## src/rtl/core/ewa_pkg.sv

```systemverilog
`timescale 1ns / 1ps
// ----------------------------------------------------------------------------
// ewa_pkg
// Shared constants, controller states, datapath operations and status bundle
// for the earliest-free worker assigner.
// ----------------------------------------------------------------------------
package ewa_pkg;

   // Default heap capacity
   localparam int MAX_WORKERS_DEFAULT = 1024;

   // Field widths
   localparam int DUR_W   = 32;
   localparam int TIME_W  = 48;
   localparam int IDX_W   = 10;
   localparam int CFG_W   = 11;
   localparam int DATA_W  = 32;
   localparam int ADDR_W  = 3;

   // Reset value of the worker count register
   localparam int WORKERS_RESET = 4;

   // Register index of workers_in_use (taken from paddr[2])
   localparam logic CSR_IDX_WORKERS = 1'b0;

   // Controller states
   typedef enum logic [2:0] {
      ST_IDLE,
      ST_CLEAR,
      ST_CHILD,
      ST_ITEM,
      ST_FINAL
   } state_type;

   // Datapath operations
   typedef enum logic [2:0] {
      OP_NONE,
      OP_CLR_INIT,
      OP_CLR_STEP,
      OP_LOAD,
      OP_PICK,
      OP_PLACE,
      OP_FINISH
   } op_type;

   // Datapath status to the controller
   typedef struct packed {
      logic clr_last;
      logic has_child;
      logic swap;
   } status_type;

endpackage

```

## src/rtl/core/ewa_csr.sv

```systemverilog
`timescale 1ns / 1ps
// ----------------------------------------------------------------------------
// ewa_csr
// APB-style register port holding the worker count; flags each count write so
// the heap can be rebuilt.
// ----------------------------------------------------------------------------
module ewa_csr #(
   parameter int MAX_WORKERS = ewa_pkg::MAX_WORKERS_DEFAULT
) (
   input  logic                          clock,
   input  logic                          reset,
   input  logic                          psel,
   input  logic                          penable,
   input  logic                          pwrite,
   input  logic [ewa_pkg::ADDR_W-1:0]    paddr,
   input  logic [ewa_pkg::DATA_W-1:0]    pwdata,
   output logic [ewa_pkg::DATA_W-1:0]    prdata,
   output logic                          pready,
   output logic                          cfg_wr,
   output logic [$clog2(MAX_WORKERS+1)-1:0] workers
);

   localparam int CW = $clog2(MAX_WORKERS + 1);
   localparam int RESET_COUNT = (ewa_pkg::WORKERS_RESET > MAX_WORKERS) ?
                                MAX_WORKERS : ewa_pkg::WORKERS_RESET;

   logic [CW-1:0]               workers_ff;
   logic [CW-1:0]               workers_in;
   logic [ewa_pkg::CFG_W-1:0]   wr_value;
   logic                        sel_workers;

   assign sel_workers = (paddr[2] == ewa_pkg::CSR_IDX_WORKERS);
   assign cfg_wr      = psel && penable && pwrite && sel_workers;
   assign wr_value    = pwdata[ewa_pkg::CFG_W-1:0];

   // Clamp the written count into 1 .. MAX_WORKERS
   always_comb begin
      if (wr_value == '0) begin
         workers_in = CW'(1);
      end else if (32'(wr_value) > 32'(MAX_WORKERS)) begin
         workers_in = CW'(MAX_WORKERS);
      end else begin
         workers_in = CW'(wr_value);
      end
   end

   // Hold the count, load on a write transfer
   always_ff @(posedge clock) begin
      if (reset) begin
         workers_ff <= CW'(RESET_COUNT);
      end else if (cfg_wr) begin
         workers_ff <= workers_in;
      end
   end

   // Read back
   assign prdata  = sel_workers ? ewa_pkg::DATA_W'(workers_ff) : '0;
   assign pready  = 1'b1;
   assign workers = workers_ff;

endmodule

```

## config.mk

```make
export PLATFORM = sky130hd
export DESIGN_NAME = ewa_csr
export DESIGN_NICKNAME = d
export VERILOG_FILES = /design/src/rtl/core/ewa_pkg.sv /design/src/rtl/core/ewa_csr.sv
export SDC_FILE = /design/constraint.sdc
export NUM_CORES = 1
export LEC_CHECK = 0
export ABC_AREA = 1
export BUFFER_PORTS_ARGS = -buffer_cell sky130_fd_sc_hd__buf_2
export CAP_MARGIN = 20
export CORE_ASPECT_RATIO = 0.8
export CORE_MARGIN = 3
export CORE_UTILIZATION = 35
export CTS_CLUSTER_DIAMETER = 50
export DETAILED_ROUTE_END_ITERATION = 12
export GPL_TIMING_DRIVEN = 0
export PLACE_DENSITY = 0.84
export SKIP_LAST_GASP = 1
export SLEW_MARGIN = 20
export SYNTH_ARGS = -nofsm -noshare
export SYNTH_HDL_FRONTEND = slang
export SYNTH_SLANG_ARGS = --single-unit
export TNS_END_PERCENT = 100
```

## constraint.sdc

```tcl
create_clock -name clock -period 2.17 [get_ports clock]
set_input_delay 0.217 -clock clock [delete_from_list [all_inputs] [get_ports clock]]
set_output_delay 0.217 -clock clock [all_outputs]
set_load 0.02 [all_outputs]
```

==> results_tabular.tex <==
\begin{tabular}{lr}
\hline
Metric & Value \\
\hline
\multicolumn{2}{l}{\textbf{Critical path}} \\
Library cell contributing the largest single delay on the critical path & sky130\_fd\_sc\_hd\_\_clkinv\_1 \\
Capturing element type of the critical path & primary output \\
Cell chain of the critical path & buf\_2 > inv\_1 > nor2\_1 > nand3\_1 > clkinv\_1 > buf\_2 \\
FF-to-FF End & workers[8] \\
Longest individual stage delay on the worst path & 0.25 ns \\
Data required time at the worst endpoint & between 1.5 and 2 ns \\
Critical Path Source & psel \\
Library cell appearing most often on the critical path & sky130\_fd\_sc\_hd\_\_buf\_2 \\
Reg-to-reg slack, setup & 1.46 ns \\
Reg2Reg Launch Point & workers[8] \\
Type of the setup path with the least slack & in2out \\
Maximum net fanout on the critical path & 9 \\
Critical Path AT & 1.02 ns \\
Length in cells of the worst reg-to-reg path & 2 \\
Startpoint kind of the worst setup timing path & input pin \\
\multicolumn{2}{l}{\textbf{Timing}} \\
Maximum achievable frequency & 0.808 GHz \\
Final period demand of the worst path & roughly 1.2 ns \\
Hold violation total from the final report & 0 \\
Share of the clock period used by the worst path after layout & 57.1\% \\
Setup-failing EPs final & 0 \\
Accumulated negative setup slack & 0 ns \\
Worst setup skew after layout & 0 ns \\
Setup repair after global routing missed its margin & no \\
Final-report max-slew violation count & 0 \\
\multicolumn{2}{l}{\textbf{Logic synthesis}} \\
Synth unique cells & 15 \\
Area share of the largest cell type after synthesis & 30.3\% \\
Count of synthesis-stage warnings from yosys & 0 \\
Flops \& latches, synth & 11 \\
Synthesized area & 726 sq um \\
Synth area leaders & sky130\_fd\_sc\_hd\_\_dfxtp\_1, sky130\_fd\_sc\_hd\_\_buf\_4, sky130\_fd\_sc\_hd\_\_nor2\_1, sky130\_fd\_sc\_hd\_\_inv\_1, sky130\_fd\_sc\_hd\_\_nand3\_1 \\
Post-synthesis area per instance & 6.60 sq um \\
Sequential fraction of the synthesis area & 30.3\% \\
Largest area contributor in the netlist & sky130\_fd\_sc\_hd\_\_dfxtp\_1 \\
Number of standard cells after synthesis & 110 \\
\multicolumn{2}{l}{\textbf{CTS}} \\
Number of levels in the clock H-tree & 1 \\
Total clock buffers created by CTS & 3 \\
Clock latency of the later-clocked register in the worst-skew pair & 0.26 ns \\
Clock slew seen by the registers of the worst setup and hold paths & 0.07 ns \\
TritonCTS clock tree & built \\
Clk root buf & sky130\_fd\_sc\_hd\_\_clkbuf\_4 \\
Clock Sink Count & 11 \\
Post-CTS Setup Inserts & 0 \\
Maximum count of clock buffers along a single path & 2 \\
Post-CTS resize count & 0 \\
Hold buffers post-CTS & 0 \\
\multicolumn{2}{l}{\textbf{Detailed routing}} \\
Count of nets left with antenna violations after detail routing & 0 \\
Number of remaining DRC errors & 0 \\
Vias after detailed routing & 836 \\
Total detailed-routing wirelength & 1.80 mm \\
Ratio of routed vias to standard cells & 4.24 \\
Detailed Routing Iterations Pass 1 & 4 \\
Final routed wire length divided by cell count & 9.15 microns \\
Iteration-0 DRC count of the detailed router & 28 \\
\multicolumn{2}{l}{\textbf{Pwr}} \\
Static Leakage & 0.000592 uW \\
Power Total & 470 uW \\
IR Drop Worst-Case VDD & 0.000253 V \\
Power density over the cells & about 450 mW/mm\^{}2 \\
\multicolumn{2}{l}{\textbf{Global routing}} \\
Initial antenna violation count & 0 \\
Number of global-route vias before repair & approximately 630 \\
Maximum number of pins on one net before global-route repair & 11 \\
Wire length of the first global-routing pass & 2.64 mm \\
Global Route Usage Sum & 12.9\% \\
Remaining Overflow, GRT & 0 \\
\multicolumn{2}{l}{\textbf{Floorplanning}} \\
Floorplan core area & 0.00193 sq mm \\
Initial core utilization & 37.7\% \\
Io pins & 85 \\
Y dimension of the die & 46.7 microns \\
Die outline area & 0.00266 sq mm \\
Row count & 14 \\
Width of the die & 56.9 microns \\
\multicolumn{2}{l}{\textbf{Min path}} \\
Min-Delay Endpoint & workers[10] \\
Worst Hold Class & in2reg \\
Hold\_sp & reset \\
Cell depth of the worst min-delay path & 2 \\
\multicolumn{2}{l}{\textbf{Final layout}} \\
Number of fill cells in the layout & 189 \\
Antenna diode count & 0 \\
Final net count & between 200 and 250 \\
Final Core Density & 54.6\% \\
Flip-flop count of the largest register after layout & 11 \\
Post-synthesis to final-layout area growth & 45.0\% \\
Share of final-layout standard cells stronger than drive strength 1 & 38.2\% \\
\multicolumn{2}{l}{\textbf{Status}} \\
Status & complete, no violations \\
\multicolumn{2}{l}{\textbf{Flow run}} \\
Count of maximum capacitance violations & 0 \\
\multicolumn{2}{l}{\textbf{Placement}} \\
Final weighted congestion in routability-driven placement & 0.721 \\
Buffers added on ports & 39 \\
Dpl hpwl & 1.52 mm \\
\hline
\end{tabular}
[cell usage after synthesis]
master,number
sky130_fd_sc_hd__buf_4,22
sky130_fd_sc_hd__nor2_1,21
sky130_fd_sc_hd__inv_1,14
sky130_fd_sc_hd__nand2_1,13
sky130_fd_sc_hd__dfxtp_1,11
sky130_fd_sc_hd__nand3_1,10
sky130_fd_sc_hd__a21oi_1,8
sky130_fd_sc_hd__a22oi_1,2
sky130_fd_sc_hd__clkbuf_1,2
sky130_fd_sc_hd__conb_1,2
sky130_fd_sc_hd__a211oi_1,1
sky130_fd_sc_hd__buf_2,1
sky130_fd_sc_hd__clkinv_1,1
sky130_fd_sc_hd__nor3_1,1
sky130_fd_sc_hd__o21bai_4,1
[through the flow]
stage	cell area, sq um	setup WS [ns]	hold WS [ns]	instances
after floorplan	801	1.14	0.295	130
after global placement	1030	0.984	0.396	193
after detailed placement	1030	0.960	0.405	193
after CTS	1050	0.957	0.124	197
after global routing	1050	0.907	0.123	197
final	1050	0.932	0.131	197
[routing by layer]
metal	up-vias	wire, microns	GRT usage, %	part of all wire [%]
met5	-	0	0	0
met4	0	25	6.94	1.4
met3	4	193	3.64	11
met2	50	914	23.9	51
met1	360	668	13.8	37
li1	422	-	-	-
[logic make-up (layout without fill, tap and decap cells)]
family	Yosys count	after routing	synth area share, %
flops	11	11	30.3
compound gates	12	12	11.2
other cells	2	22	1.03
buf+inv	40	83	32.2
simple gates	45	45	25.2
[critical path, delay by kind of cell]
kind,cells,cell delay (ns)
buf+inv,4,0.64
simple gates,2,0.16
[where the power goes]
group / total (uW) / switching, uW / internal, uW
logic: 127 / 76.7 / 50.4
registers: 208 / 2.37 / 205
clock network: 135 / 64.3 / 71.0
total: 470 / 143 / 327
[layout by cell type (no fill, tap or decap), types with 3 or more instances in the layout]
master	synthesis	layout
sky130_fd_sc_hd__nor2_1	21	21
sky130_fd_sc_hd__clkbuf_4	0	3
sky130_fd_sc_hd__buf_2	1	40
sky130_fd_sc_hd__conb_1	2	22
sky130_fd_sc_hd__dfxtp_1	11	11
sky130_fd_sc_hd__buf_4	22	22
sky130_fd_sc_hd__inv_1	14	14
sky130_fd_sc_hd__nand2_1	13	13
sky130_fd_sc_hd__a21oi_1	8	8
sky130_fd_sc_hd__clkbuf_1	2	3
sky130_fd_sc_hd__nand3_1	10	10
[worst max path at each step]
stage            endpoint  slack (ns)  cells past startpoint
5_1_grt            cfg_wr        0.91                      6
2_1_floorplan  workers[0]        1.14                      6
4_1_cts            cfg_wr        0.96                      6
6_report           cfg_wr        0.93                      6
3_5_place_dp       cfg_wr        0.96                      6
3_3_place_gp       cfg_wr        0.98                      6
[layout make-up]
class / instances / area, sq um / area share, %
sequential: 11 / 220 / 20.9
clock buffer: 4 / 26.3 / 2.50
multi-input combinational: 79 / 347 / 32.9
tap: 24 / 30.0 / 2.85
timing repair buffer: 39 / 195 / 18.5
buffer: 25 / 178 / 16.9
inverter: 15 / 56.3 / 5.35
(Power assumes the default switching activity.)
