**config.mk**
```make
export PLATFORM = sky130hd
export DESIGN_NAME = ewa_ctrl
export DESIGN_NICKNAME = d
export VERILOG_FILES = /design/src/rtl/core/ewa_pkg.sv /design/src/rtl/core/ewa_ctrl.sv
export SDC_FILE = /design/constraint.sdc
export NUM_CORES = 1
export LEC_CHECK = 0
export ABC_AREA = 1
export ABC_CLOCK_PERIOD_IN_PS = 2100
export BUFFER_PORTS_ARGS = -buffer_cell sky130_fd_sc_hd__buf_2
export CAP_MARGIN = 5
export CORE_AREA = 2 2 39 41
export DETAILED_ROUTE_END_ITERATION = 8
export DIE_AREA = 0 0 41 43
export PLACE_DENSITY = 0.34
export SETUP_SLACK_MARGIN = 0.15
export SYNTH_ARGS = -nofsm -noshare
export SYNTH_HDL_FRONTEND = slang
export SYNTH_SLANG_ARGS = --single-unit
```
**constraint.sdc**
```tcl
create_clock -name clock -period 2.1 [get_ports clock]
set_input_delay 0.105 -clock clock [delete_from_list [all_inputs] [get_ports clock]]
set_output_delay 0.105 -clock clock [all_outputs]
set_load 0.05 [all_outputs]
```
**src/rtl/core/ewa_pkg.sv**
```systemverilog
`timescale 1ns / 1ps
// ----------------------------------------------------------------------------
// ewa_pkg
// Shared constants, controller states, datapath operations and status bundle
// for the earliest-free worker assigner.
// ----------------------------------------------------------------------------
package ewa_pkg;

   // Default heap capacity
   localparam int MAX_WORKERS_DEFAULT = 1024;

   // Field widths
   localparam int DUR_W   = 32;
   localparam int TIME_W  = 48;
   localparam int IDX_W   = 10;
   localparam int CFG_W   = 11;
   localparam int DATA_W  = 32;
   localparam int ADDR_W  = 3;

   // Reset value of the worker count register
   localparam int WORKERS_RESET = 4;

   // Register index of workers_in_use (taken from paddr[2])
   localparam logic CSR_IDX_WORKERS = 1'b0;

   // Controller states
   typedef enum logic [2:0] {
      ST_IDLE,
      ST_CLEAR,
      ST_CHILD,
      ST_ITEM,
      ST_FINAL
   } state_type;

   // Datapath operations
   typedef enum logic [2:0] {
      OP_NONE,
      OP_CLR_INIT,
      OP_CLR_STEP,
      OP_LOAD,
      OP_PICK,
      OP_PLACE,
      OP_FINISH
   } op_type;

   // Datapath status to the controller
   typedef struct packed {
      logic clr_last;
      logic has_child;
      logic swap;
   } status_type;

endpackage

```
**src/rtl/core/ewa_ctrl.sv**
```systemverilog
`timescale 1ns / 1ps
// ----------------------------------------------------------------------------
// ewa_ctrl
// Controller for the clearing pass and the per-job sift-down sequence.
// ----------------------------------------------------------------------------
module ewa_ctrl (
   input  logic                clock,
   input  logic                reset,
   input  logic                start,
   input  logic                cfg_wr,
   input  ewa_pkg::status_type status,
   output ewa_pkg::op_type     op,
   output logic                busy
);

   ewa_pkg::state_type state_ff;
   ewa_pkg::state_type state_in;

   // Advance state
   always_ff @(posedge clock) begin
      if (reset) begin
         state_ff <= ewa_pkg::ST_CLEAR;
      end else begin
         state_ff <= state_in;
      end
   end

   // Next state
   always_comb begin
      state_in = state_ff;
      if (cfg_wr) begin
         state_in = ewa_pkg::ST_CLEAR;
      end else begin
         case (state_ff)
            ewa_pkg::ST_IDLE: begin
               if (start) begin
                  state_in = status.has_child ? ewa_pkg::ST_CHILD : ewa_pkg::ST_FINAL;
               end
            end
            ewa_pkg::ST_CLEAR: begin
               if (status.clr_last) begin
                  state_in = ewa_pkg::ST_IDLE;
               end
            end
            ewa_pkg::ST_CHILD: begin
               state_in = ewa_pkg::ST_ITEM;
            end
            ewa_pkg::ST_ITEM: begin
               if (!status.swap) begin
                  state_in = ewa_pkg::ST_IDLE;
               end else if (status.has_child) begin
                  state_in = ewa_pkg::ST_CHILD;
               end else begin
                  state_in = ewa_pkg::ST_FINAL;
               end
            end
            ewa_pkg::ST_FINAL: begin
               state_in = ewa_pkg::ST_IDLE;
            end
            default: begin
               state_in = ewa_pkg::ST_IDLE;
            end
         endcase
      end
   end

   // Drive datapath operation
   always_comb begin
      op = ewa_pkg::OP_NONE;
      if (cfg_wr) begin
         op = ewa_pkg::OP_CLR_INIT;
      end else begin
         case (state_ff)
            ewa_pkg::ST_IDLE:  op = start ? ewa_pkg::OP_LOAD : ewa_pkg::OP_NONE;
            ewa_pkg::ST_CLEAR: op = ewa_pkg::OP_CLR_STEP;
            ewa_pkg::ST_CHILD: op = ewa_pkg::OP_PICK;
            ewa_pkg::ST_ITEM:  op = ewa_pkg::OP_PLACE;
            ewa_pkg::ST_FINAL: op = ewa_pkg::OP_FINISH;
            default:           op = ewa_pkg::OP_NONE;
         endcase
      end
   end

   assign busy = (state_ff != ewa_pkg::ST_IDLE);

endmodule

```
==> impl_metrics.ini, run 1 <==
[run_status]
status = completed

[finish]
largest_register_ffs = 3
final-seq-area_um2 = 60.06
num-fill-cells = 170
area_growth_syn_to_layout_pct = 41.18
reg_top3 = state_ff x3
fin_nets = 62
top_register = state_ff
multi_input_area_um2 = 143.9
final_area_um2 = 330.3
drive_gt1_frac = 0.3889
antenna_cells = 0

[timing]
slew_violations = 0
period_share = 0.6883
period_minus_slack_ns = 1.445
max-slew-margin-rel = 0.8344
final_hold_viol_count = 0
fmax_mhz = 691.9
setup_violations = 0
tightest_slew_ns = 0.2501
rsz0062_at_grt = no
finClkSkew_ns = 0.002574
setup_tns_ns = 0

[drt]
final_antenna_net_count = 0
wl_um = 537
remaining_drc_errors = 0
wire_per_inst_um = 7.671
viasPerCell = 3.900
drtPass1Iterations = 2
dr.first_iter.drc_count = 2
vias = 273

[cts]
root_buffer = clkbuf_4
clkTransAtPathRegs_ns = 0.04
cts_tree = done
hold_buffers = 0
cts_resized = 0
cts_max_path_buffers = 2
clk_latency_ns = 0.23
cts_setup_buffers = 0
cts_made_buffers = 3
cts_sinks = 3
htree_levels = 1

[floorplan]
start_util = 0.1691
die_x_um = 41
boundaryPins = 11
coreArea_um2 = 1384
fp.dieH_um = 43
num_rows = 14
die_area_um2 = 1763

[synthesis]
ys_seq_elements = 3
synth.distinct_cells = 15
synth_area_um2 = 234.0
syn_area_per_cell_um2 = 5.849
yosysSeqAreaShare = 0.2567
synth_cells = 40
yosysWarnings = 0
syn_nets = 47

[grt]
track_usage = 0.08016
grt_pass1_vias = 268
grt_pass1_wl_um = 917
grt_overflow_total = 0
antenna_found_initial = 0
grt_max_degree = 7

[placed_design]
place_congestion = 0.6572
port_buffers = 10
place_area_um2 = 304.0
hpwl_um = 478.9

[pwr]
p_leak_nw = 0.1692
seqPwrFrac = 0.304
swShare = 0.2807
comb_power_share = 0.191
power.share.clock = 0.505
power_density_nw_per_um2 = 595.8
internal_power_mw = 0.1416
irDropWorstVdd_mv = 0.1661
switching_power_mw = 0.05525

[critical_path]
arrival_ns = 1.34
start_kind = register
worstPathMaxFanout = 5
end_kind = output pin
worst_r2r_path_depth = 4
crit_required_ns = 2.00
critical_path_class = register to output pin

[hold_path]
hp-class = input pin to register
holdPathStages = 3

[flow_run]
drv_cap = 0
critical path, stage by stage (launching register included):
cell     delay [ns]
dfxtp_1        0.34
nor2_2         0.23
nand3_1        0.13
nand2_1        0.09
nand2_1        0.05
inv_1          0.04
buf_2          0.25
through the flow:
stage               cells  hold WS, ns  power (mW)    util  setup slack (ns)
finish                 70       0.1177      0.1968  0.2387            0.6546
global route           70       0.1223      0.2130  0.2387            0.5104
CTS                    70       0.1111      0.2038  0.2387            0.6332
detailed placement     66       0.3522     0.09913  0.2197            0.8900
global placement       66       0.3595     0.09967  0.2197            0.9074
floorplan              40       0.2503     0.08666       -            0.7874
power groups by stage:
| stage | combinational (mW) | sequential [mW] | clock [mW] |
|---|---|---|---|
| 3_5_place_dp | 0.0384 | 0.0607 | 0 |
| 4_1_cts | 0.0385 | 0.0599 | 0.105 |
| 2_1_floorplan | 0.0263 | 0.0604 | 0 |
| 3_3_place_gp | 0.0388 | 0.0609 | 0 |
| 6_report | 0.0377 | 0.0598 | 0.0993 |
| 5_1_grt | 0.0425 | 0.0599 | 0.111 |
cell families after synthesis:
kind of cell | share of synthesized area
simple gates | 0.5188
buf+inv | 0.1283
flops | 0.2567
compound gates | 0.09621
layout make-up:
cell class | count | share of cell area
multi-input combinational | 29 | 0.4356
clock buffer | 4 | 0.07955
timing repair buffer | 10 | 0.1515
tap | 16 | 0.06061
inverter | 8 | 0.09091
sequential | 3 | 0.1818
synthesized netlist by cell type:
| cell type | count | area share |
|---|---|---|
| nand2_1 | 8 | 0.13 |
| o211ai_1 | 1 | 0.032 |
| inv_2 | 1 | 0.016 |
| o21ai_1 | 1 | 0.021 |
| nor2_2 | 3 | 0.080 |
| o21ai_0 | 1 | 0.021 |
| dfxtp_1 | 3 | 0.26 |
| nand3b_1 | 1 | 0.032 |
| inv_1 | 7 | 0.11 |
| nor2_1 | 7 | 0.11 |
| or2_2 | 1 | 0.027 |
| nand3_1 | 2 | 0.043 |
| nand2_2 | 2 | 0.053 |
| nand3_2 | 1 | 0.043 |
| a21oi_1 | 1 | 0.021 |
worst paths after layout:
check	start	to	slack, ns
worst min-delay path	reset	state_ff[0]	0.12
worst max register to register	state_ff[1]	state_ff[2]	1.20
worst min register to register	state_ff[0]	state_ff[0]	0.57
worst max-delay path	state_ff[2]	op[1]	0.65
placed cells by master, fill, tap and decap left out:
master	Yosys	routed
a21oi_1	1	1
buf_2	0	10
clkbuf_1	0	1
clkbuf_4	0	3
dfxtp_1	3	3
inv_1	7	7
inv_2	1	1
nand2_1	8	8
nand2_2	2	2
nand3_1	2	2
nand3_2	1	1
nand3b_1	1	1
nor2_1	7	7
nor2_2	3	3
o211ai_1	1	1
o21ai_0	1	1
o21ai_1	1	1
or2_2	1	1
layer usage:
| layer | vias to the layer above | global-route usage | routed length [um] |
|---|---|---|---|
| met5 | - | 0 | 0 |
| met4 | 0 | 0.06000 | 0 |
| met3 | 0 | 0.04712 | 45 |
| met2 | 10 | 0.1188 | 255 |
| met1 | 112 | 0.07668 | 236 |
| li1 | 151 | - | - |
Note: power is estimated with default switching activity, not from simulation.
==> inputs of run 2 (changes only) <==
Settings changed: ABC_CLOCK_PERIOD_IN_PS 2100 to 1300, PLACE_DENSITY 0.34 to 0.36.
Clock period 2.1 ns to 1.3 ns, I/O delays scaled along.
==> run 2 against run 1 <==
Net effect:
- sequential share of layout area down 1.5 points
- critical path depth unchanged
- sequential power up 55%
- total power up 65%
- routed wire length up 9.5%
==> impl_metrics.ini, run 2 (synthesized netlist as in run 1, its figures left out) <==
[floorplan]
fp.dieH_um = 43
coreArea_um2 = 1384
die_area_um2 = 1763
num_rows = 14
die_x_um = 41
start_util = 0.1691
boundaryPins = 11

[finish]
area_growth_syn_to_layout_pct = 82.35
reg_top3 = state_ff x3
final-seq-area_um2 = 71.32
drive_gt1_frac = 0.5862
layoutNonFillerInstCount = 74
top_register = state_ff
multi_input_area_um2 = 171.4
final_common_cell = nand2_1
largest_register_ffs = 3
antenna_cells = 0
final_area_um2 = 426.7
num-fill-cells = 148
final_cell_mix = nand2_1, inv_1, buf_2
fin_nets = 66
final_util = 0.3083

[grt]
track_usage = 0.08726
grt_pass1_wl_um = 1007
antenna_found_initial = 0
grt_overflow_total = 0
grt_pass1_vias = 267
use_met1 = 0.09295
grt.busiest_layer = met2
grt_max_degree = 7
met2_usage = 0.1250
met3_usage = 0.04712

[timing]
period_share = 0.9004
max-slew-margin-rel = 0.8814
tightest_slew_ns = 0.1772
slew_violations = 0
worst_slack_ns = 0.1295
finClkSkew_ns = 0.001272
period_minus_slack_ns = 1.170
fmax_mhz = 854.3
setup_tns_ns = 0
rsz0062_at_grt = yes
final_hold_viol_count = 0
setup_violations = 0
hold-worst-slack_ns = 0.07929

[cts]
clkTransAtPathRegs_ns = 0.03
cts_tree = done
cts_sinks = 3
cts_made_buffers = 3
clk_latency_ns = 0.23
cts_max_path_buffers = 2
htree_levels = 1
root_buffer = clkbuf_4

[critical_path]
arrival_ns = 1.11
crit_required_ns = 1.24
path_cells = o21ai_2, nand2_1, inv_1, nand2_1, inv_1, buf_6
cp_top_family = flip-flops
end_kind = output pin
start_kind = register
worstPathMaxFanout = 6
slowest_delay_ns = 0.36
critical_path_buf_inv_count = 3
worst_path_max_delay_cell = dfxtp_4
critical_path_class = register to output pin

[placed_design]
dpl.cell_count = 66
port_buffers = 10
hpwl_um = 448
place_congestion = 0.6123
place_area_um2 = 306.5
place_ws_ns = 0.1061

[pwr]
p_total_mw = 0.3256
irDropWorstVdd_mv = 0.3290
p_leak_nw = 0.2016
power_density_nw_per_um2 = 763.3

[run_status]
status = completed

[drt]
vias = 292
viasPerCell = 3.946
wl_um = 588
wire_per_inst_um = 7.946
remaining_drc_errors = 0
final_antenna_net_count = 0
drtPass1Iterations = 2
dr.first_iter.drc_count = 4

[flow_run]
drv_cap = 0

[hold_path]
hp-class = input pin to register
-- run 2: changes by cell type in the layout (fill, tap and decap cells not counted), moves of 2 or more --
cell     previous run  this run
buf_2              10         6
buf_4               0         4
buf_6               0         4
dfxtp_1             3         0
dfxtp_4             0         3
nor2_1              7         5
o21ai_2             0         2
-- run 2: routing by layer --
metal | vias to the layer above | wire, um
met2 | 10 | 302
met5 | - | 0
met1 | 123 | 248
li1 | 159 | -
met3 | 0 | 37
met4 | 0 | 0
-- run 2: where the power goes --
group	switching (mW)	leakage (nW)	internal (mW)	total, mW
Combinational	0.0438	0.161	0.0294	0.0732
Sequential	0.00369	0.0260	0.0893	0.0929
Clock	0.0448	0.0150	0.115	0.160
-- run 2: final timing paths --
path / depth (start not counted) / to / from / slack, ns
worst max register to register: 7 / state_ff[2] / state_ff[1] / 0.30
worst min-delay path: 3 / state_ff[0] / reset / 0.08
worst min register to register: 1 / state_ff[0] / state_ff[0] / 0.53
worst max-delay path: 6 / op[1] / state_ff[0] / 0.13
-- run 2: final cells by class --
class / count / share of cell area
Multi-Input combinational cell: 29 / 0.4018
Tap cell: 16 / 0.04692
Clock buffer: 4 / 0.06158
Timing Repair Buffer: 14 / 0.2463
Inverter: 8 / 0.07625
Sequential cell: 3 / 0.1672
-- run 2: what timing repair did --
action | CTS | global route
buffers inserted | 2 | 2
hold buffers | 0 | 0
resized for setup | 15 | 8
setup endpoints to repair | 4 | 4
pin swaps | 1 | 2
-- run 2: worst min-delay path, cell delays in order --
cell	delay [ns]
buf_2	0.08
nor2_1	0.05
o211ai_1	0.08
==> inputs of run 3 (changes only) <==
Settings changed: ABC_CLOCK_PERIOD_IN_PS 1300 to 1200, PLACE_DENSITY 0.36 to 0.34, RECOVER_POWER set to 50.
Clock period 1.3 ns to 1.2 ns, I/O delays scaled along.
==> run 3 against run 2 <==
Net effect:
- the flow now finishes with violations (negative setup slack)
- first-iteration DRC count down 75%
- sequential share of layout area down 2.1 points
- total power up 15%
- non-clock buffer count up 4
- die area unchanged
- critical endpoint unchanged
==> impl_metrics.ini, run 3 (synthesized netlist as in run 1, its figures left out) <==
[cts]
clk_latency_ns = 0.23
cts_made_buffers = 3
hold_buffers = 0
root_buffer = clkbuf_4
htree_levels = 1
cts_max_path_buffers = 2
cts_tree = done
cts_sinks = 3
clkTransAtPathRegs_ns = 0.04

[finish]
final_area_um2 = 489.2
area_growth_syn_to_layout_pct = 109.1
largest_register_ffs = 3
fin_nets = 70
antenna_cells = 0
layoutNonFillerInstCount = 78
top_register = state_ff
final_common_cell = nand2_1
drive_gt1_frac = 0.6613
reg_top3 = state_ff x3
num-fill-cells = 160
final_cell_mix = nand2_1, buf_2

[run_status]
violations = negative setup slack
status = finished, violations left

[placed_design]
place_area_um2 = 346.6
dpl.cell_count = 70
place_ws_ns = 0.05655
hpwl_um = 488.4
port_buffers = 10
place_congestion = 0.6515

[hold_path]
hp-class = input pin to register
holdPathStages = 3

[timing]
period_minus_slack_ns = 1.207
final_hold_viol_count = 0
finClkSkew_ns = 0.004323
fmax_mhz = 828.7
tightest_slew_ns = 0.2420
rsz0062_at_grt = yes
period_share = 1.006
setup_violations = 1
worst_slack_ns = -0.006753
slew_violations = 0
max-slew-margin-rel = 0.8381

[floorplan]
start_util = 0.1691
die_area_um2 = 1763
fp.dieH_um = 43
boundaryPins = 11
die_x_um = 41
num_rows = 14
coreArea_um2 = 1384

[critical_path]
worst_r2r_path_depth = 7
slowest_delay_ns = 0.36
end_kind = output pin
worst_path_max_delay_cell = dfxtp_4
worstPathMaxFanout = 5
path_cells = nor2_4, nand3_2, nand2_1, nand2_2, clkinvlp_4, buf_8
crit_required_ns = 1.14
start_kind = register
arrival_ns = 1.15
critical_path_class = register to output pin

[drt]
remaining_drc_errors = 0
vias = 308
drtPass1Iterations = 2
viasPerCell = 3.949
final_antenna_net_count = 0
wire_per_inst_um = 8.346
wl_um = 651
dr.first_iter.drc_count = 1

[grt]
grt_pass1_vias = 298
track_usage = 0.09228
grt_overflow_total = 0
antenna_found_initial = 0
grt_max_degree = 7
grt_pass1_wl_um = 1041

[pwr]
irDropWorstVdd_mv = 0.2507
power_density_nw_per_um2 = 765.3
p_leak_nw = 0.2246

[flow_run]
drv_cap = 0
-- run 3: path summary, 6_finish.rpt --
path                  to   startpoint  slack, ns
min          state_ff[0]        reset       0.09
max                op[1]  state_ff[2]     -0.007
max reg2reg  state_ff[2]  state_ff[2]       0.20
min reg2reg  state_ff[0]  state_ff[0]       0.53
-- run 3: routing by layer --
metal  part of all wire  global-route usage  up-vias
met2               0.58              0.1469        9
met1               0.38             0.08654      131
met4                  0             0.08000        0
met3              0.032             0.03141        0
met5                  0                   0        -
li1                   -                   -      168
-- run 3: timing repair --
item,CTS,global route
pin swaps,5,5
gates resized for setup,22,6
buffers inserted,4,0
endpoints found under the setup margin,4,6
-- run 3: where the power goes --
part | internal (mW) | switching (mW)
registers | 0.0966 | 0.00367
logic | 0.0419 | 0.0532
clock network | 0.125 | 0.0543
-- run 3: stage by stage --
stage	total power, mW	hold WS, ns	util	setup TNS (ns)
3_5_place_dp	0.1796	0.3273	0.2505	0
3_3_place_gp	0.1801	0.3315	0.2505	0
2_1_floorplan	0.1540	0.2053	-	0
5_1_grt	0.3991	0.1030	0.3535	-0.1112
4_1_cts	0.3763	0.07835	0.3345	-0.01426
6_report	0.3744	0.08903	0.3535	-0.006753
-- run 3: cell type report --
class,count,area [um2],share of cell area
tap,16,20.02,0.04092
clock buffer,4,26.28,0.05371
inverter,8,33.78,0.06905
multi-input combinational,29,183.9,0.3760
timing repair buffer,18,153.9,0.3146
sequential,3,71.32,0.1458
-- run 3: worst max-delay path, delay by kind of cell (launching register included) --
family                 cells  cell delay (ns)
DFF                        1             0.36
and+or+nand+nor            4             0.35
buffers and inverters      2             0.20
